## src/sv/tbbf_pkg.sv

```systemverilog
// Types and constants shared by the transmit buffer byte fetch block.
// No dependencies; imported by every module of the block.
package tbbf_pkg;

    localparam int BLOCK_BYTES      = 64;
    localparam int WORDS_PER_BLOCK  = 8;
    localparam int MAX_BUFFER_IDS   = 16;
    localparam int PTR_W            = 14;
    localparam int SHORT_BASE       = 50;
    localparam int SHORT_FIRST_WORD = SHORT_BASE / 8;
    localparam int SHORT_SKEW       = SHORT_BASE % 8;
    localparam int EXT_LEAD         = 8;
    localparam int FULL_COUNT       = 64;
    localparam int QDEPTH           = 4;
    localparam int QPW              = 2;

    localparam logic [7:0] BE_NONE       = 8'h00;
    localparam logic [7:0] BE_ALL        = 8'hFF;
    localparam logic [7:0] BE_SHORT_HEAD = 8'(8'hFF << SHORT_SKEW);
    localparam logic [2:0] LAST_WORD     = 3'd7;

    typedef enum logic [1:0] {
        CMD_WRITE,
        CMD_EMPTY,
        CMD_FETCH
    } cmd_kind_t;

    typedef struct packed {
        cmd_kind_t   kind;
        logic [3:0]  buf_id;
        logic [10:0] word;
        logic [7:0]  blk;
        logic [7:0]  nxt;
        logic [6:0]  ext_off;
        logic        full;
        logic [63:0] data;
    } cmd_t;

    typedef enum logic [2:0] {
        ST_IDLE,
        ST_EMPTY,
        ST_ZERO,
        ST_LOAD0,
        ST_LOAD1,
        ST_RUN
    } back_state_t;

endpackage

```

## src/sv/tbbf_queue.sv

```systemverilog
// Short command queue between the front and back ends.
// Depends on tbbf_pkg for the command type and depth.
module tbbf_queue (
    input  logic           clk,
    input  logic           rst_n,
    input  logic           push,
    input  tbbf_pkg::cmd_t push_cmd,
    output logic           full,
    input  logic           pop,
    output logic           empty,
    output tbbf_pkg::cmd_t head
);
    import tbbf_pkg::*;

    cmd_t           slot_reg [QDEPTH];
    logic [QPW-1:0] wr_ptr_reg;
    logic [QPW-1:0] rd_ptr_reg;
    logic [QPW:0]   count_reg;
    logic [QPW:0]   count_next;

    assign full  = count_reg == (QPW + 1)'(QDEPTH);
    assign empty = count_reg == '0;
    assign head  = slot_reg[rd_ptr_reg];

    always_comb
    begin
        count_next = count_reg;
        if (push && !pop)
        begin
            count_next = count_reg + 1'b1;
        end
        else if (pop && !push)
        begin
            count_next = count_reg - 1'b1;
        end
    end

    always_ff @(posedge clk or negedge rst_n)
    begin
        if (!rst_n)
        begin
            wr_ptr_reg <= '0;
            rd_ptr_reg <= '0;
            count_reg  <= '0;
        end
        else
        begin
            count_reg <= count_next;
            if (push)
            begin
                wr_ptr_reg <= wr_ptr_reg + 1'b1;
            end
            if (pop)
            begin
                rd_ptr_reg <= rd_ptr_reg + 1'b1;
            end
        end
    end

    always_ff @(posedge clk)
    begin
        if (push)
        begin
            slot_reg[wr_ptr_reg] <= push_cmd;
        end
    end

endmodule

```

## config.mk

```make
export PLATFORM = sky130hd
export DESIGN_NAME = tbbf_queue
export DESIGN_NICKNAME = d
export VERILOG_FILES = /design/src/sv/tbbf_pkg.sv /design/src/sv/tbbf_queue.sv
export SDC_FILE = /design/constraint.sdc
export NUM_CORES = 1
export LEC_CHECK = 0
export ABC_CLOCK_PERIOD_IN_PS = 7600
export BUFFER_PORTS_ARGS = -buffer_cell sky130_fd_sc_hd__clkbuf_2
export CORE_AREA = 5 5 196 198
export CTS_CLUSTER_DIAMETER = 30
export DETAILED_ROUTE_END_ITERATION = 8
export DIE_AREA = 0 0 201 203
export GPL_TIMING_DRIVEN = 0
export PLACE_DENSITY = 0.69
export SYNTH_ARGS = -nofsm -noshare
export SYNTH_HDL_FRONTEND = slang
export SYNTH_SLANG_ARGS = --single-unit
```

## constraint.sdc

```tcl
create_clock -name clk -period 7.6 [get_ports clk]
set_input_delay 1.14 -clock clk [delete_from_list [all_inputs] [get_ports clk]]
set_output_delay 1.14 -clock clk [all_outputs]
set_load 0.05 [all_outputs]
```

* Word-level counts from Yosys, hierarchy flattened
Memories as Yosys holds them, arrays and structs flattened.
Index checks and enable logic that the tools add are counted.
** Word-level totals
- Flip-flop bits (word level) :: 7
- Bits in writable memories :: 420
- Input port bits :: 109
- Output and inout bits :: 107
- Logic and storage cells :: 19
- Memories kept :: 1
** Cells by class
- $add $sub $neg :: 4
- Equality and inequality tests :: 1
- Multiplexer cells :: 4
- Reduce and logical (&&, ||, !) cells :: 6
** Memory list
- slot_reg :: words 4, width 105, rd ports 1, clocked after Yosys merged registers in 0, write ports 1, RTL line tbbf_queue.sv:15 : cmd_t slot_reg [QDEPTH];
** Operator list (number)
- $mux 3 :: 2
- $add 2x1->2 const B :: 2
- $add 3x1->3 const B :: 1
- $eq 3x3->1 const B :: 1
- $logic_not 3->1 :: 1
- $sub 3x1->3 const B :: 1
- $logic_and 1x1->1 :: 2
- $logic_not 1->1 :: 2
- $mux 1 :: 2
- $reduce_bool 2->1 :: 1

* Depth between registers and ports, before layout
Gate-level depths: netlist of run 1.
- Word-level depth :: 4
- Gate-level depth with buffers :: 7
- Depth with buffers taken out :: 7

* Least setup slack after synthesis of run 1
No wires, ideal clock.
- Path kind :: input-to-reg
- Start :: input push
- End :: memory slot_reg[1][0] (netlist bit), enable pin
- Library setup time :: 0.476 ns
- Arrival time :: 3.560 ns
- Data required time :: 7.124 ns
- Setup slack :: 3.564 ns
- Cell stages on the path :: 1
- Buffers on the path :: 0
- Cells stage by stage :: and2_1
** Between the ends
- Cells in the longest elaborated chain, start to end :: 2
** Ends and longest elaborated chain
- start: declaration :: RTL line tbbf_queue.sv:6 : input logic push,
- $mux 1 :: RTL line tbbf_queue.sv:62 : if (push)
- $mux 1 (not written as such) :: RTL line tbbf_queue.sv:64 : slot_reg[wr_ptr_reg] <= push_cmd;
- end: declaration :: RTL line tbbf_queue.sv:15
No other way between the ends.

==> impl_metrics.json, run 1 <==
{
  "status": "complete, no violations",
  "grt_pass1_wl_mm": 47.4,
  "pin_count": 216,
  "die-height_um": 203,
  "cts_tree": "done",
  "gp_congestion": 0.666,
  "mappedNetlistNets": 698,
  "critPathLaunchType": "flip-flop",
  "via_count": 7179,
  "grt_max_degree": 56,
  "ctsResizeCount": 0,
  "synth_top_family_by_area": "multiplexers",
  "clk_pin_slew_ns": 0.05,
  "fmax_mhz": 277,
  "drive_above_1_share_pct": 50.6,
  "wirelength_mm": 30.8,
  "rsz0062_at_grt": "false",
  "remaining_drc_errors": 0,
  "dpl.cell_count": 1272,
  "final_cells": 1421,
  "hold_class": "input pin to async pin",
  "vias_per_cell": 5.05,
  "grt_usage_pct": 15.2,
  "arrival_ns": 2.47,
  "postCtsSetupBuffers": 0,
  "overflow": 0,
  "required_ns": 6.46,
  "antenna_found_initial": 1,
  "die_w_um": 201,
  "skew_ns": 0.0237,
  "synth-seq-cells": 427,
  "finalCritPeriodShare_pct": 47.5,
  "drtIter0Drc": 351,
  "numCtsBuffers": 82,
  "yosysSeqAreaShare_pct": 82.4,
  "clock_sinks": 427,
  "finalHoldViolations": 0,
  "crit_fanout": 10,
  "clk-insertion-delay-late_ns": 0.57,
  "syn_to_final_growth_pct": 29.3,
  "fin_nets": 1003,
  "synth.avg_cell_area_um2": 26.6,
  "post-route-min-period_ns": 3.61,
  "p_leak_uw": 0.00705,
  "synthSimpleGateAreaFrac_pct": 0.314,
  "synth_area_leaders": "edfxtp_1 (81%), mux4_2 (15%), dfrtp_1 (1.1%)",
  "rows": 70,
  "syn-cell-area_um2": 15500,
  "yosysTopAreaCell": "edfxtp_1",
  "synth_top_area_share_pct": 81.3,
  "powerDensity_nw_per_um2": 494,
  "synthDistinctLibCells": 20,
  "synth_compound_area_share_pct": 0.0323,
  "worstSetupPathType": "flip-flop to output pin",
  "synthMuxAreaShare_pct": 15.3,
  "ir_drop_uv": 323,
  "ctsRootBufferMaster": "clkbuf_16",
  "ant_nets": 0,
  "setup_viol": 0,
  "core-area_um2": 36300,
  "die-area_um2": 40800,
  "syn_inst": 583,
  "diodes": 0,
  "h-tree-depth": 3,
  "postCtsHoldBufs": 0,
  "numPortBuffers": 215,
  "grt_pass1_vias": 8026,
  "cap_violations": 0,
  "start_util_pct": 42.7,
  "drv_slew": 0,
  "dr.pass1.iters": 6,
  "synth-xor-area-share_pct": 0.339,
  "tns_ns": 0,
  "clockBufferDepth": 3,
  "yosysWarningCount": 0,
  "routedWlPerCell_um": 21.7,
  "synth_adder_area_share_pct": 0.532,
  "relSlewSlack_pct": 42.0,
  "endpoint_kind": "output pin",
  "place_hpwl_mm": 18.8,
  "tightest_slew_ns": 0.870,
  "largest_reg_flops": 420
}
## cells in the mapped netlist, drive strengths merged
cell,number
edfxtp,420
mux4,105
buf,19
dfrtp,7
clkbuf,5
ha,5
and2,4
inv,4
xor2,4
nand2,2
xnor2,2
fa,1
mux2,1
nor2,1
nor3,1
nor3b,1
o21ai,1
## routing by layer
| metal | share of wire, % | global-route usage (%) | vias to the layer above |
|---|---|---|---|
| met3 | 7.2 | 5.97 | 45 |
| met1 | 41 | 19.1 | 3740 |
| met4 | 1.6 | 4.62 | 2 |
| met5 | 0.042 | 0 | - |
| li1 | - | - | 3174 |
| met2 | 50 | 24.8 | 218 |
## area by class of cell
class	instances	area, um2
multi-input combinational	128	2570
inverter	4	15.0
buffer	24	151
sequential	427	12800
tap	468	586
fill	2677	16300
clock inverter	61	618
clock buffer	88	2100
timing repair buffer	221	1240
## critical path, cell delays in order (launching register included)
cell and delay [ns]:
dfrtp_1 0.31, buf_2 0.22, buf_2 0.34, buf_2 0.38
mux4_2 0.39, clkbuf_2 0.26
## per-stage QoR
| step | area, um2 | utilization (%) | hold WS, ns | setup slack [ns] | total power, uW |
|---|---|---|---|---|---|
| 2_1_floorplan | 15500 | - | 0.456 | 3.56 | 5750 |
| 5_1_grt | 20100 | 55.2 | 0.374 | 3.80 | 10300 |
| 4_1_cts | 20100 | 55.2 | 0.362 | 3.84 | 10100 |
| 3_5_place_dp | 17400 | 47.7 | 0.483 | 4.48 | 6580 |
| 6_report | 20100 | 55.2 | 0.393 | 3.99 | 9910 |
| 3_3_place_gp | 17200 | 47.3 | 0.480 | 1.34 | 6570 |
## power breakdown
group | internal, uW | total, uW | switching, uW
clock | 2280 | 3440 | 1170
combinational | 963 | 3280 | 2320
sequential | 3080 | 3180 | 95.3
## worst paths after layout
| check | start | to | slack, ns | depth (start not counted) |
|---|---|---|---|---|
| worst max-delay path | rd_ptr_reg[1] | head[71] | 3.99 | 5 |
| worst min-delay path | rst_n | count_reg[0] | 0.39 | 1 |
| worst max register to register | wr_ptr_reg[1] | slot_reg[1][56] | 5.50 | 4 |
| worst min register to register | count_reg[2] | count_reg[2] | 0.49 | 1 |
| max in group asynchronous | rst_n | rd_ptr_reg[1] | 7.04 | 1 |
| min in group clk | count_reg[2] | count_reg[2] | 0.49 | 1 |
## cell usage in the layout (no fill, tap or decap), types with 2 or more instances in the layout
cell,n
xnor2_1,2
clkinv_2,8
nand2_1,2
inv_6,7
clkinv_8,2
clkbuf_16,83
mux4_2,105
clkinv_1,12
ha_1,5
clkinv_4,5
edfxtp_1,420
buf_6,4
clkbuf_1,10
clkbuf_2,215
inv_1,4
bufinv_16,8
and2_4,4
xor2_1,4
buf_2,13
dfrtp_1,7
buf_16,6
clkinvlp_4,18
## cells by family (layout without fill, tap and decap cells)
| family | count (synthesis) | after routing |
|---|---|---|
| flip-flops | 427 | 427 |
| multiplexers | 106 | 106 |
| buffers and inverters | 28 | 398 |
| AND/OR/NAND/NOR | 9 | 9 |
| adder cells (fa/ha/maj) | 6 | 6 |
| XOR/XNOR | 6 | 6 |
| AO/OA/AOI/OAI | 1 | 1 |
Power figures use the tool's default switching activity.
==> run 2, diff against run 1 <==
==> config.mk (replaced) <==
export PLATFORM = sky130hd
export DESIGN_NAME = tbbf_queue
export DESIGN_NICKNAME = d
export VERILOG_FILES = /design/src/sv/tbbf_pkg.sv /design/src/sv/tbbf_queue.sv
export SDC_FILE = /design/constraint.sdc
export NUM_CORES = 1
export LEC_CHECK = 0
export ABC_AREA = 1
export ABC_CLOCK_PERIOD_IN_PS = 2900
export BUFFER_PORTS_ARGS = -buffer_cell sky130_fd_sc_hd__clkbuf_2
export CORE_AREA = 5 5 206 208
export CTS_CLUSTER_DIAMETER = 30
export DETAILED_ROUTE_END_ITERATION = 8
export DIE_AREA = 0 0 211 213
export GPL_TIMING_DRIVEN = 0
export PLACE_DENSITY = 0.71
export SYNTH_ARGS = -nofsm -noshare
export SYNTH_HDL_FRONTEND = slang
export SYNTH_SLANG_ARGS = --single-unit
==> constraint.sdc (replaced) <==
create_clock -name clk -period 2.9 [get_ports clk]
set_input_delay 0.435 -clock clk [delete_from_list [all_inputs] [get_ports clk]]
set_output_delay 0.435 -clock clk [all_outputs]
set_load 0.05 [all_outputs]
==> impl_metrics.json, run 2 <==
{
  "status": "complete, no violations",
  "pre_cts_ws_ns": 0.459,
  "drv_slew": 0,
  "synth_adder_area_share_pct": 0.481,
  "yosysWarningCount": 0,
  "critPathLaunchType": "flip-flop",
  "setup_viol": 0,
  "worstHoldStart": "push_cmd[7]",
  "syn_inst": 1273,
  "yosysTopAreaCell": "edfxtp_1",
  "ctsResizeCount": 0,
  "clk_pin_slew_ns": 0.05,
  "max_stage_delay_ns": 0.35,
  "pin_count": 216,
  "hold_class": "input pin to flip-flop",
  "die-height_um": 213,
  "rr_worst_depth": 6,
  "overflow": 0,
  "synth-main-ff-cell": "edfxtp_1",
  "synth.most_common_cell": "edfxtp_1",
  "synth_area_leaders": "edfxtp_1 (73%), o211ai_1 (9.2%), nand2_1 (7.2%)",
  "h-tree-depth": 3,
  "p_leak_uw": 0.00904,
  "grt_pass1_wl_mm": 64.3,
  "multi_input_area_um2": 2950,
  "ant_nets": 0,
  "largest_reg_flops": 420,
  "min_to": "slot_reg[1][7]",
  "grt_max_degree": 36,
  "hold_depth": 1,
  "yosysSeqAreaShare_pct": 74.4,
  "gp_congestion": 0.744,
  "required_ns": 2.47,
  "die-area_um2": 44900,
  "rrSetupSlack_ns": 0.54,
  "seq_area_um2": 12800,
  "mappedNetlistNets": 1388,
  "cap_violations": 0,
  "synth.avg_cell_area_um2": 13.5,
  "clk-insertion-delay-late_ns": 0.60,
  "die_w_um": 211,
  "fin_nets": 1706,
  "finalHoldViolations": 0,
  "endpoint_kind": "output pin",
  "remaining_drc_errors": 0,
  "clockBufferDepth": 3,
  "synth-edff-count": 420,
  "numPortBuffers": 215,
  "mostFrequentLayoutCell": "edfxtp_1",
  "drive_above_1_share_pct": 26.6,
  "relSlewSlack_pct": 46.5,
  "syn-cell-area_um2": 17200,
  "synthArstFlopShare_pct": 1.64,
  "synthMuxAreaShare_pct": 0,
  "rr_endpoint": "slot_reg[0][40]",
  "synth_compound_area_share_pct": 9.21,
  "core-area_um2": 40400,
  "drtIter0Drc": 707,
  "synth_common_cells": "edfxtp_1 (420), nand2_1 (328), inv_1 (221)",
  "vias_per_cell": 4.94,
  "crit_fanout": 10,
  "final_cell_mix": "edfxtp_1 (420), nand2_1 (328), inv_1 (217), clkbuf_2 (215), o211ai_1 (210)",
  "via_count": 10857,
  "p_total_uw": 29700,
  "worstSetupPathType": "flip-flop to output pin",
  "post-route-util_pct": 54.8,
  "dpl.cell_count": 2032,
  "final_cells": 2198,
  "rows": 74,
  "routedWlPerCell_um": 19.2,
  "diodes": 0,
  "rsz0062_at_grt": "false",
  "cpMostUsedCell": "buf_6",
  "grt_pass1_vias": 11334,
  "synth-xor-area-share_pct": 0.204,
  "crit_slowest_cell": "dfrtp_1",
  "n_fill_cell": 3246,
  "synthDistinctLibCells": 18,
  "wirelength_mm": 42.2,
  "synth-seq-cells": 427,
  "critPathBufInv": 5,
  "critical_path.reg2reg.startpoint": "wr_ptr_reg[0]",
  "syn_to_final_growth_pct": 28.8,
  "tightest_slew_ns": 0.800,
  "setup_ws_ns": 0.255,
  "place_hpwl_mm": 25.5,
  "powerDensity_nw_per_um2": 1340,
  "ir_drop_uv": 1150,
  "crit_chain": "buf_4 -> inv_2 -> buf_6 -> buf_6 -> o211ai_1 -> nand2_1 -> clkbuf_2",
  "numCtsBuffers": 88,
  "arrival_ns": 2.21,
  "finalCritPeriodShare_pct": 91.2,
  "antenna_found_initial": 1,
  "skew_ns": 0.0159,
  "dr.pass1.iters": 5,
  "synth_top_family_by_area": "compound AO/OA/AOI/OAI gates",
  "ctsRootBufferMaster": "clkbuf_16",
  "start_util_pct": 42.6,
  "fmax_mhz": 378,
  "grt_usage_pct": 18.6,
  "synth_top_area_share_pct": 73.4,
  "critical_path.top_delay_family": "buffers and inverters",
  "synthSimpleGateAreaFrac_pct": 7.29,
  "post-route-min-period_ns": 2.64,
  "clock_sinks": 427,
  "cts_tree": "done"
}
[run 2: cell types whose count changed after synthesis, sizes merged, moves of 4 or more]
cell and delta:
and2 -4, buf +46, inv +218, mux4 -105, nand2 +326, o211ai +210
[run 2: worst register-to-register path: stages (launching register included)]
cell	delay [ns]
dfrtp_1	0.42
inv_1	0.09
ha_1	0.20
nand2_1	0.09
clkinvlp_4	0.64
buf_12	0.44
buf_12	0.20
[run 2: how the worst max path moves through the flow]
stage / cells after the start / slack [ns] / to / start
finish: 7 / 0.26 / head[87] / rd_ptr_reg[1]
global route: 5 / 0.08 / head[96] / rd_ptr_reg[1]
floorplan: 4 / 0.25 / slot_reg[0][0] / wr_ptr_reg[0]
CTS: 7 / 0.18 / head[87] / rd_ptr_reg[1]
detailed placement: 6 / 0.46 / slot_reg[0][35] / push
global placement: 4 / -1.40 / slot_reg[1][37] / push
[run 2: cells by family after synthesis]
logic type                 Yosys count
AOI/OAI and AO/OA                  211
xor gates and xnor gates             4
adders and majority gates            6
buffers and inverters              293
DFF                                427
and+or+nand+nor                    332
[run 2: timing repair]
| action | in CTS | in global routing |
|---|---|---|
| hold endpoints to repair | 7 | 0 |
| setup buffers | 0 | 0 |
| hold buffers | 1 | 0 |
[run 2: per-stage QoR]
step	setup TNS, ns	hold slack, ns	cell area (um2)
after floorplan	0	0.139	17200
after global placement	-545.04	0.286	18900
after detailed placement	0	0.290	19200
after CTS	0	0.0152	22100
after global routing	0	0.0290	22100
final	0	0.0534	22100
[run 2: cell type report]
| type | instances | share of cell area (%) |
|---|---|---|
| Buffer | 71 | 2.74 |
| Clock buffer | 100 | 10.3 |
| Clock inverter | 65 | 2.92 |
| Inverter | 222 | 3.84 |
| Multi-Input combinational cell | 553 | 13.3 |
| Sequential cell | 427 | 57.8 |
| Tap cell | 532 | 3.01 |
| Timing Repair Buffer | 228 | 6.00 |
[run 2: metal layers]
metal	global-route usage [%]	vias up	part of all wire (%)
met3	4.29	68	7.2
met1	24.0	5284	41
met5	0	-	0.019
met2	31.0	374	49
li1	-	5129	-
met4	7.02	2	2.3
[run 2: power by group]
group	total, uW	switching, uW	internal (uW)
registers	8350	271	8080
clock network	9710	3290	6420
logic	11700	8830	2830
