`src/sv/tbbf_pkg.sv`:
```
// Types and constants shared by the transmit buffer byte fetch block.
// No dependencies; imported by every module of the block.
package tbbf_pkg;

    localparam int BLOCK_BYTES      = 64;
    localparam int WORDS_PER_BLOCK  = 8;
    localparam int MAX_BUFFER_IDS   = 16;
    localparam int PTR_W            = 14;
    localparam int SHORT_BASE       = 50;
    localparam int SHORT_FIRST_WORD = SHORT_BASE / 8;
    localparam int SHORT_SKEW       = SHORT_BASE % 8;
    localparam int EXT_LEAD         = 8;
    localparam int FULL_COUNT       = 64;
    localparam int QDEPTH           = 4;
    localparam int QPW              = 2;

    localparam logic [7:0] BE_NONE       = 8'h00;
    localparam logic [7:0] BE_ALL        = 8'hFF;
    localparam logic [7:0] BE_SHORT_HEAD = 8'(8'hFF << SHORT_SKEW);
    localparam logic [2:0] LAST_WORD     = 3'd7;

    typedef enum logic [1:0] {
        CMD_WRITE,
        CMD_EMPTY,
        CMD_FETCH
    } cmd_kind_t;

    typedef struct packed {
        cmd_kind_t   kind;
        logic [3:0]  buf_id;
        logic [10:0] word;
        logic [7:0]  blk;
        logic [7:0]  nxt;
        logic [6:0]  ext_off;
        logic        full;
        logic [63:0] data;
    } cmd_t;

    typedef enum logic [2:0] {
        ST_IDLE,
        ST_EMPTY,
        ST_ZERO,
        ST_LOAD0,
        ST_LOAD1,
        ST_RUN
    } back_state_t;

endpackage

```
`src/sv/tbbf_front.sv`:
```
// Front end: accepts input transfers, keeps the per-buffer byte pointers,
// classifies items into commands for the queue. Depends on tbbf_pkg.
module tbbf_front #(
    parameter int NUM_BUFFERS       = 16,
    parameter int BLOCKS_PER_BUFFER = 256
) (
    input  logic                clk,
    input  logic                rst_n,
    input  logic                in_valid,
    output logic                in_ready,
    input  logic                opcode,
    input  logic [3:0]          buffer_id,
    input  logic [10:0]         word_index,
    input  logic [63:0]         word_data,
    input  logic                is_data,
    input  logic [6:0]          byte_count,
    input  logic                q_full,
    output logic                q_push,
    output tbbf_pkg::cmd_t      q_cmd
);
    import tbbf_pkg::*;

    localparam int NB_USED = (NUM_BUFFERS < MAX_BUFFER_IDS) ? NUM_BUFFERS : MAX_BUFFER_IDS;
    localparam int PIW     = (NB_USED > 1) ? $clog2(NB_USED) : 1;
    localparam int WPB     = BLOCKS_PER_BUFFER * WORDS_PER_BLOCK;

    function automatic logic [255:0][7:0] build_mod_tbl();
        logic [255:0][7:0] t;
        for (int i = 0; i < 256; i++)
        begin
            t[i] = 8'(i % BLOCKS_PER_BUFFER);
        end
        return t;
    endfunction

    localparam logic [255:0][7:0] MOD_TBL = build_mod_tbl();

    logic [PTR_W-1:0] ptr_reg [NB_USED];
    logic [PTR_W-1:0] ptr_cur;
    logic [PTR_W-1:0] ptr_next;
    logic [PIW-1:0]   pidx;
    logic             accept;
    logic             buf_ok;
    logic             wr_ok;
    logic             fetch;
    logic [7:0]       blk;
    logic [7:0]       nxt;
    logic             full;

    assign in_ready = !q_full;
    assign accept   = in_valid && in_ready;
    assign pidx     = buffer_id[PIW-1:0];
    assign buf_ok   = 32'(buffer_id) < NUM_BUFFERS;
    assign wr_ok    = buf_ok && (32'(word_index) < WPB);
    assign fetch    = opcode && is_data && (byte_count != 7'd0) && buf_ok;
    assign ptr_cur  = ptr_reg[pidx];
    assign ptr_next = ptr_cur + PTR_W'(byte_count);
    assign full     = byte_count == 7'(FULL_COUNT);
    assign blk      = MOD_TBL[ptr_cur[PTR_W-1:6]];
    assign nxt      = (32'(blk) == BLOCKS_PER_BUFFER - 1) ? 8'd0 : blk + 8'd1;

    always_comb
    begin
        q_cmd.buf_id = buffer_id;
        q_cmd.word   = word_index;
        q_cmd.data   = word_data;
        q_cmd.blk    = blk;
        q_cmd.nxt    = nxt;
        q_cmd.full   = full;
        if (full)
        begin
            q_cmd.ext_off = 7'(ptr_cur[5:0]) + 7'(EXT_LEAD);
        end
        else
        begin
            q_cmd.ext_off = 7'(ptr_cur[5:0]) + 7'(EXT_LEAD - SHORT_SKEW);
        end
        if (!opcode)
        begin
            q_cmd.kind = CMD_WRITE;
        end
        else if (fetch)
        begin
            q_cmd.kind = CMD_FETCH;
        end
        else
        begin
            q_cmd.kind = CMD_EMPTY;
        end
        q_push = accept && (opcode || wr_ok);
    end

    always_ff @(posedge clk or negedge rst_n)
    begin
        if (!rst_n)
        begin
            for (int i = 0; i < NB_USED; i++)
            begin
                ptr_reg[i] <= '0;
            end
        end
        else if (accept && fetch)
        begin
            ptr_reg[pidx] <= ptr_next;
        end
    end

endmodule

```
`config.mk`:
```
export PLATFORM = sky130hd
export DESIGN_NAME = tbbf_front
export DESIGN_NICKNAME = d
export VERILOG_FILES = /design/src/sv/tbbf_pkg.sv /design/src/sv/tbbf_front.sv
export SDC_FILE = /design/constraint.sdc
export NUM_CORES = 1
export LEC_CHECK = 0
export ABC_AREA = 1
export BUFFER_PORTS_ARGS = -buffer_cell sky130_fd_sc_hd__buf_2
export CAP_MARGIN = 20
export CORE_MARGIN = 1.5
export CORE_UTILIZATION = 50
export DETAILED_ROUTE_END_ITERATION = 7
export MAX_ROUTING_LAYER = met4
export PLACE_DENSITY_LB_ADDON = 0.1
export SYNTH_ARGS = -nofsm -noshare
export SYNTH_HDL_FRONTEND = slang
export SYNTH_SLANG_ARGS = --single-unit
```
`constraint.sdc`:
```
create_clock -name clk -period 2.9 [get_ports clk]
set_clock_uncertainty 0.05 [all_clocks]
set_input_delay 0.29 -clock clk [delete_from_list [all_inputs] [get_ports clk]]
set_output_delay 0.29 -clock clk [all_outputs]
set_load 0.02 [all_outputs]
```
## Word-level counts from Yosys, hierarchy flattened

Memory sizes are Yosys's and may differ from the RTL's.
Index checks and enable logic that the tools add are counted.

| storage, ports and cells | value |
|---|---|
| flip-flop bits (word level) | 224 |
| bits in read-only memories | 2048 |
| bits of input ports | 92 |
| memories | 1 |
| output and inout port bits | 107 |

Memories:

| memory | depth | width | rd ports | clocked after Yosys merged registers in | write ports | line | source |
|---|---|---|---|---|---|---|---|
| (no name shown) | 256 | 8 | 1 | 0 | 0 | tbbf_front.sv:59 | `assign blk = MOD_TBL[ptr_cur[PTR_W-1:6]];` |

| cells by class | value |
|---|---|
| add/subtract/negate cells | 4 |
| $lt $le $gt $ge | 3 |
| mux-type cells | 11 |
| bitwise gates (word level) | 1 |
| reductions and logical operators | 7 |
| equal/unequal tests | 2 |

Operators by type and width:

| kind | number |
|---|---|
| $bwmux W224 | 1 |
| $bmux W14 S4 | 1 |
| $demux W14 S4 | 1 |
| $mux W14 | 3 |
| $mux W8 | 2 |
| $add A14 B7 Y14 | 1 |
| $lt A8 B9 Y1 const B | 1 |
| $add A8 B1 Y8 const B | 1 |
| $eq A8 B8 Y1 const B | 1 |
| $add A6 B3 Y7 const B | 1 |
| $add A6 B4 Y7 const B | 1 |
| $eq A7 B7 Y1 const B | 1 |
| $mux W7 | 1 |
| $reduce_bool A7 Y1 | 1 |
| $ge A5 B5 Y1 const B | 1 |
| $logic_and A1 B1 Y1 | 5 |
| $lt A5 B1 Y1 const B | 1 |
| $not A4 Y5 | 1 |
| $mux W2 | 2 |
| $logic_not A1 Y1 | 1 |

## Logic depth before layout (Yosys ltp)

Gate-level depths: netlist of run 1.

| logic depth | value |
|---|---|
| depth in word-level cells | 8 |
| gate-level depth with buffers | 25 |

## Worst setup path before layout of run 1

OpenSTA, ideal clock, no wires.

| timing path | value |
|---|---|
| kind | input port to flip-flop |
| start | input buffer_id[0] |
| end | register ptr_reg[120] (netlist bit) |
| stages on the path | 22 |
| arrival time | 3.423 ns |
| path buffers | 6 |
| library setup time | 0.125 ns |
| path slack | -0.699 ns |
| required time | 2.725 ns |
| cell sequence | buf_6 > inv_6 > buf_12 > buf_8 > nor2_8 > buf_6 > buf_6 > a22oi_1 > a21oi_1 > or2_2 > or3_1 > ha_1 > inv_1 > fa_1 > inv_1 > nand4_1 > nand3_1 > a21oi_1 > nor2_2 > xor2_1 > buf_2 > o21ai_1 |

| on the way | value |
|---|---|
| cells in the longest elaborated chain, start to end | 6 |
| elaborated cells on any way between the ends | 11 |
| those cells by class | 1 x add/sub; 2 x order compare; 6 x mux; 1 x bitwise; 1 x reduce/logical |

Ends and longest elaborated chain:

| what | line | source |
|---|---|---|
| start, declared | tbbf_front.sv:12 | `input logic [3:0] buffer_id,` |
| $not A4 Y5 (implied by the code) * | tbbf_front.sv:56, tbbf_front.sv:104 |  |
| $bmux W14 S4, or another cell as far along | tbbf_front.sv:56 | `assign ptr_cur = ptr_reg[pidx];` |
| $mux W14 (implied by the code) or $logic_and A1 B1 Y1 (tied branches) | tbbf_front.sv:56, tbbf_front.sv:104 |  |
| $mux W14, on equally long branches | tbbf_front.sv:56, tbbf_front.sv:104 |  |
| $add A14 B7 Y14 or $demux W14 S4 (tied branches) | tbbf_front.sv:57, tbbf_front.sv:104 |  |
| $bwmux W224 * | tbbf_front.sv:104 | `ptr_reg[pidx] <= ptr_next;` |
| end signal, assigned by index | tbbf_front.sv:104 |  |
| end, declared | tbbf_front.sv:38 | `logic [PTR_W-1:0] ptr_reg [NB_USED];` |

Mark *: on every way between the ends. The rest lies on a longest branch, timed or not. The select of a mux whose other input is x is not followed.
A chain may end at the register's enable or synchronous reset.

## Final worst setup path of run 1

| timing path | value |
|---|---|
| start | input buffer_id[0] |
| end | register ptr_reg[35] (netlist bit) |

The elaborated chain is that of the path after synthesis.

==> flow_metrics.env, run 1 <==
export IMPL_outcome="finished, violations left"
export IMPL_violations="negative setup slack"
export IMPL_path_cells="buf_4, buf_4, nor2_4, buf_4, nand2_1, nand4_1, nand2_1, nand2_1, nor2_1, buf_4, inv_1, ha_4, a21oi_1, nand2_2, a21oi_4, o21a_4, buf_12, xor2_4, clkbuf_16, o21ai_2"
export IMPL_setup_worst_path_start_class="primary input"
export IMPL_grt_usage_pct=28.2
export IMPL_antenna_found_initial=0
export IMPL_irDropWorstVdd_mv=0.519
export IMPL_wl_per_cell_um=18.2
export IMPL_cts_inserted_buffers=25
export IMPL_critical_path_arrival_ns=3.26
export IMPL_reg2reg_from="ptr_reg[210]$_DFFE_PN0P_"
export IMPL_avgSynthCellArea_um2=7.91
export IMPL_cp_startpoint="buffer_id[0]"
export IMPL_rsz0062_at_grt="yes"
export IMPL_period_minus_slack_ns=2.93
export IMPL_crit_type="primary input to flop"
export IMPL_timing_max_slew_rel_slack_pct=44.2
export IMPL_p_leak_nw=7.42
export IMPL_final_util_pct=61.9
export IMPL_synth_cell_types=41
export IMPL_h_tree_depth=1
export IMPL_grt_ovfl_total=0
export IMPL_ys_ff_latch=224
export IMPL_cp_data_required_time_ns=3.24
export IMPL_numClockSinks=224
export IMPL_drt_iter0_drc=813
export IMPL_gp_congestion=0.887
export IMPL_row_count=56
export IMPL_dp_slack_ns=-0.476
export IMPL_grt_pass1_vias=9324
export IMPL_dp_hpwl_um=22800
export IMPL_crit_path_max_fanout=8
export IMPL_setup_viol=12
export IMPL_yosys_cell_count_top_type="nand2_1"
export IMPL_vias=10100
export IMPL_wl_um=34700
export IMPL_nets=1673
export IMPL_cap_violations=0
export IMPL_io_buffers=48
export IMPL_syn_inst=1513
export IMPL_yosys_top_cells_count="655 x nand2_1, 224 x dfrtp_1, 114 x o21ai_0"
export IMPL_viasPerCell=5.30
export IMPL_tightest_slew_ns=0.830
export IMPL_drc=0
export IMPL_cts_tree="done"
export IMPL_synth_top_cell_area_share_pct=46.8
export IMPL_slowest_delay_ns=0.27
export IMPL_path_common_cell="buf_4"
export IMPL_drv_slew=0
export IMPL_die_width_um=158
export IMPL_crit_path_top_delay_cell="nor2_4"
export IMPL_io_pins=199
export IMPL_syn_num_nets=1616
export IMPL_power_density_nw_per_um2=531
export IMPL_clock_path_buffers=3
export IMPL_yosys_warnings=0
export IMPL_rrSetupSlack_ns=-0.02
export IMPL_crit_end="ptr_reg[35]$_DFFE_PN0P_"
export IMPL_seq_area_frac_synth_pct=46.8
export IMPL_clk_pin_slew_ns=0.06
export IMPL_ys_top_cells_by_area="dfrtp_1 47%, nand2_1 21%, buf_4 5.6%, o21ai_0 4.8%, a22oi_1 3.1%"
export IMPL_core_um2=23500
export IMPL_area_delta_synth_final_pct=21.3
export IMPL_finalCritPeriodShare_pct=101
export IMPL_ant_nets=0
export IMPL_firstDrtPassIters=6
export IMPL_r2r_cells=14
export IMPL_cts_root_buf="clkbuf_16"
export IMPL_async_flop_share_pct=100
export IMPL_clk_latency_ns=0.52
export IMPL_dpl_cell_area_um2=13000
export IMPL_num_antenna_cells=0
export IMPL_syn_area_um2=12000
export IMPL_synth_edf_count=0
export IMPL_final_cell_area_um2=14500
export IMPL_drive_above_1_share_pct=25.5
export IMPL_largest_reg_flops=224
export IMPL_setup_ws_ns=-0.0252
export IMPL_grt_first_pass_wirelength_um=52700
export IMPL_start_util_pct=51.0
export IMPL_ys_flop_type="dfrtp_1"
export IMPL_grt_max_degree=85
export IMPL_die_h_um=158
export IMPL_hold_violations=0
export IMPL_die_area_um2=24900
export IMPL_synth_top_area_cell="dfrtp_1"
export IMPL_critPathCaptureType="flop"
export IMPL_hold_path_class="primary input to async pin"
export IMPL_max_freq_mhz=342
export IMPL_r2r_end="ptr_reg[35]$_DFFE_PN0P_"
placed cells by master, fill, tap and decap left out, types with 3 or more instances in the layout:
cell       instances
nand2_1          645
dfrtp_1          224
o21ai_1          113
buf_4            113
nand3_2           65
inv_1             46
a22oi_1           42
buf_2             42
o21ai_0           37
clkbuf_16         31
buf_12            25
nor2_1            20
nand2_2           20
o21ai_2           17
inv_2             15
nor2_4            10
nand3_1            9
a22oi_2            8
nand2_4            8
a21oi_1            8
xor2_1             8
nand4_1            6
ha_1               6
clkbuf_1           6
clkbuf_8           6
a22o_1             4
nor2_2             4
ha_4               4
nor2_8             3
nand4_2            3
nand2_8            3
nand3_4            3
clkinv_2           3
cells by family (layout without fill, tap and decap cells):
| group | count (synthesis) | after routing | share of synthesized area, % |
|---|---|---|---|
| buffers and inverters | 227 | 299 | 11.3 |
| AOI/OAI and AO/OA | 235 | 235 | 11.0 |
| adders and majority gates | 11 | 11 | 1.21 |
| and+or+nand+nor | 802 | 803 | 28.6 |
| DFF | 224 | 224 | 46.8 |
| xor gates and xnor gates | 14 | 14 | 1.02 |
stage by stage:
stage / total power [mW] / setup TNS [ns] / instances / hold WS (ns)
floorplan: 4.16 / -39.68 / 1513 / -0.0556
global placement: 4.47 / -56.28 / 1838 / 0.298
detailed placement: 4.49 / -59.95 / 1838 / 0.298
CTS: 7.65 / -0.00313 / 1888 / 0.339
global route: 7.98 / -5.71 / 1905 / 0.375
finish: 7.71 / -0.162 / 1905 / 0.336
worst min path at each step:
stage | to | from | slack (ns) | cells after the start
floorplan | ptr_reg[0]$_DFFE_PN0P_ | rst_n | -0.06 | 0
global placement | ptr_reg[156]$_DFFE_PN0P_ | rst_n | 0.30 | 1
detailed placement | ptr_reg[196]$_DFFE_PN0P_ | rst_n | 0.30 | 1
CTS | ptr_reg[42]$_DFFE_PN0P_ | byte_count[0] | 0.34 | 5
global route | ptr_reg[182]$_DFFE_PN0P_ | byte_count[0] | 0.37 | 5
finish | ptr_reg[212]$_DFFE_PN0P_ | rst_n | 0.34 | 2
critical path, delay by kind of cell:
| family | cells | cell delay (ns) |
|---|---|---|
| simple gates | 7 | 0.77 |
| compound gates | 4 | 0.63 |
| xor+xnor | 1 | 0.24 |
| fa+ha+maj | 1 | 0.22 |
| buf+inv | 7 | 1.11 |
report_power, final:
part	switching, mW	total [mW]	leakage [nW]	internal (mW)
combinational	0.677	1.15	3.93	0.475
sequential	0.106	3.39	3.09	3.29
clock	1.26	3.16	0.398	1.91
total	2.04	7.71	7.42	5.67
cell type report:
type / count / area (um2)
clock buffer: 37 / 731
clock inverter: 6 / 82.6
fill: 2061 / 8950
inverter: 65 / 254
multi-input combinational: 1063 / 5660
sequential: 224 / 5610
tap: 319 / 399
timing repair buffer: 191 / 1790
repair_timing:
item / in CTS / in global routing
gates resized for setup: 9 / 82
gates cloned: 0 / 7
buffers inserted: 6 / 10
pin swaps: 5 / 24
setup endpoints to repair: 57 / 137
hold buffers: 1 / 0
hold endpoints to repair: 79 / 0
metal layers:
| metal | vias to the layer above | share of wire [%] | wire, um | global-route usage [%] |
|---|---|---|---|---|
| met4 | 0 | 2.4 | 818 | 7.19 |
| met3 | 61 | 5.4 | 1870 | 3.78 |
| met2 | 306 | 49 | 16800 | 45.1 |
| li1 | 4907 | - | - | - |
| met1 | 4830 | 44 | 15200 | 38.0 |
| met5 | - | 0 | 0 | - |
Power figures use the tool's default switching activity.
==> inputs of run 2 (changes only) <==
--- a/config.mk
+++ b/config.mk
@@ -12,7 +12,7 @@
 export CORE_UTILIZATION = 50
 export DETAILED_ROUTE_END_ITERATION = 7
 export MAX_ROUTING_LAYER = met4
-export PLACE_DENSITY_LB_ADDON = 0.1
+export PLACE_DENSITY = 0.75
 export SYNTH_ARGS = -nofsm -noshare
 export SYNTH_HDL_FRONTEND = slang
 export SYNTH_SLANG_ARGS = --single-unit
==> flow_metrics.env, run 2 (synthesis results as in run 1) <==
export IMPL_drive_above_1_share_pct=23.6
export IMPL_drc=0
export IMPL_cts_tree="done"
export IMPL_clk_latency_ns=0.52
export IMPL_violations="negative setup slack"
export IMPL_grt_pass1_vias=9773
export IMPL_numClockSinks=224
export IMPL_switching_power_mw=2.02
export IMPL_die_width_um=158
export IMPL_core_um2=23500
export IMPL_setup_viol=5
export IMPL_combPwrFrac_pct=14.5
export IMPL_gp_congestion=0.897
export IMPL_cts_inserted_buffers=24
export IMPL_nets=1653
export IMPL_start_util_pct=51.0
export IMPL_fill_cells=1956
export IMPL_layout_common_cells="650 x nand2_1, 224 x dfrtp_1, 116 x o21ai_1, 101 x buf_4, 64 x nand3_2"
export IMPL_clk_pin_slew_ns=0.07
export IMPL_num_antenna_cells=0
export IMPL_grt_ovfl_total=0
export IMPL_viasPerCell=5.56
export IMPL_irDropWorstVdd_mv=0.486
export IMPL_setup_worst_path_start_class="flop"
export IMPL_rsz0062_at_grt="yes"
export IMPL_power_density_nw_per_um2=536
export IMPL_cts_root_buf="clkbuf_16"
export IMPL_finalCritPeriodShare_pct=100
export IMPL_critPathCaptureType="flop"
export IMPL_io_pins=199
export IMPL_r2r_cells=17
export IMPL_p_clk_share_pct=40.8
export IMPL_tightest_slew_ns=0.629
export IMPL_crit_path_max_fanout=4
export IMPL_antenna_found_initial=0
export IMPL_vias=10500
export IMPL_reg2reg_from="ptr_reg[154]$_DFFE_PN0P_"
export IMPL_p_int_mw=5.56
export IMPL_area_delta_synth_final_pct=18.1
export IMPL_setup_ws_ns=-0.0101
export IMPL_io_buffers=48
export IMPL_grt_first_pass_wirelength_um=51400
export IMPL_outcome="finished, violations left"
export IMPL_h_tree_depth=1
export IMPL_crit_type="flop to flop"
export IMPL_dp_hpwl_um=22300
export IMPL_p_seq_share_pct=44.8
export IMPL_grt_max_degree=85
export IMPL_cap_violations=0
export IMPL_switching_share_pct=26.7
export IMPL_period_minus_slack_ns=2.91
export IMPL_cp_startpoint="ptr_reg[154]$_DFFE_PN0P_"
export IMPL_max_freq_mhz=344
export IMPL_die_h_um=158
export IMPL_fin_hold_ws_ns=0.249
export IMPL_critical_path_arrival_ns=3.27
export IMPL_cp_data_required_time_ns=3.26
export IMPL_grt_usage_pct=27.2
export IMPL_final_util_pct=60.3
export IMPL_clock_path_buffers=3
export IMPL_rrSetupSlack_ns=-0.01
export IMPL_wl_um=33900
export IMPL_ant_nets=0
export IMPL_r2r_end="ptr_reg[180]$_DFFE_PN0P_"
export IMPL_hold_violations=0
export IMPL_drv_slew=0
export IMPL_crit_end="ptr_reg[180]$_DFFE_PN0P_"
export IMPL_timing_max_slew_rel_slack_pct=58.0
export IMPL_p_leak_nw=7.23
export IMPL_die_area_um2=24900
export IMPL_hold_path_class="primary input to async pin"
export IMPL_drt_iter0_drc=1175
export IMPL_row_count=56
export IMPL_final_common_cell="nand2_1"
export IMPL_firstDrtPassIters=5
export IMPL_largest_reg_flops=224
export IMPL_wl_per_cell_um=18.0
-- run 2: critical path, cell delays in order (launching register included) --
cell and delay, ns:
dfrtp_1 0.41, a22oi_2 0.20, a21oi_1 0.09, or2_4 0.25, or3_4 0.36, ha_4 0.18, inv_2 0.05, fa_2 0.20
inv_2 0.04, nand4_1 0.07, nand3_2 0.12, a21oi_4 0.23, nor2_4 0.07, nand3_2 0.10, nand2_4 0.09, buf_4 0.17
nand3_2 0.07, nand2_1 0.06
-- run 2: worst min path at each step --
stage | end | slack (ns)
final | ptr_reg[159]$_DFFE_PN0P_ | 0.25
after global routing | ptr_reg[117]$_DFFE_PN0P_ | 0.29
after CTS | ptr_reg[159]$_DFFE_PN0P_ | 0.26
after detailed placement | ptr_reg[159]$_DFFE_PN0P_ | 0.21
after global placement | ptr_reg[159]$_DFFE_PN0P_ | 0.20
after floorplan | ptr_reg[0]$_DFFE_PN0P_ | -0.06
-- run 2: layer usage --
layer / GRT usage, % / wire length [um]
met2: 43.3 / 16100
met1: 34.7 / 13700
met5: - / 0
met3: 4.46 / 2520
met4: 11.1 / 1520
-- run 2: power groups by stage --
stage                     clock (mW)  combinational [mW]  sequential (mW)
after floorplan                    0               0.758             3.40
after global placement             0                1.01             3.43
after detailed placement           0                1.03             3.43
after CTS                       3.12                1.05             3.38
after global routing            3.26                1.20             3.40
final                           3.09                1.10             3.39
-- run 2: through the flow --
step           instance area, um2  setup slack (ns)  power [mW]  TNS (ns)  cells
2_1_floorplan               12400            -0.442        4.16    -39.68   1513
3_3_place_gp                12900            -0.354        4.44    -40.83   1830
3_5_place_dp                12900            -0.447        4.47    -50.75   1830
4_1_cts                     13800           -0.0335        7.56    -0.114   1879
5_1_grt                     14100            -0.163        7.86     -7.78   1886
6_report                    14100           -0.0101        7.58   -0.0214   1886
-- run 2: cell type report --
cell class | count | area [um2] | share of cell area (%)
clock buffer | 39 | 748 | 5.29
clock inverter | 4 | 51.3 | 0.363
inverter | 65 | 256 | 1.81
multi-input combinational | 1063 | 5560 | 39.3
sequential | 224 | 5610 | 39.6
tap | 319 | 399 | 2.82
timing repair buffer | 172 | 1520 | 10.8
-- run 2: timing repair --
item | CTS | global route
endpoints found under the setup margin | 55 | 126
pin swaps | 3 | 14
endpoints found under the hold margin | 59 | 0
resized for setup | 5 | 59
buffers inserted | 5 | 3
gates cloned | 0 | 4
hold buffers | 1 | 0
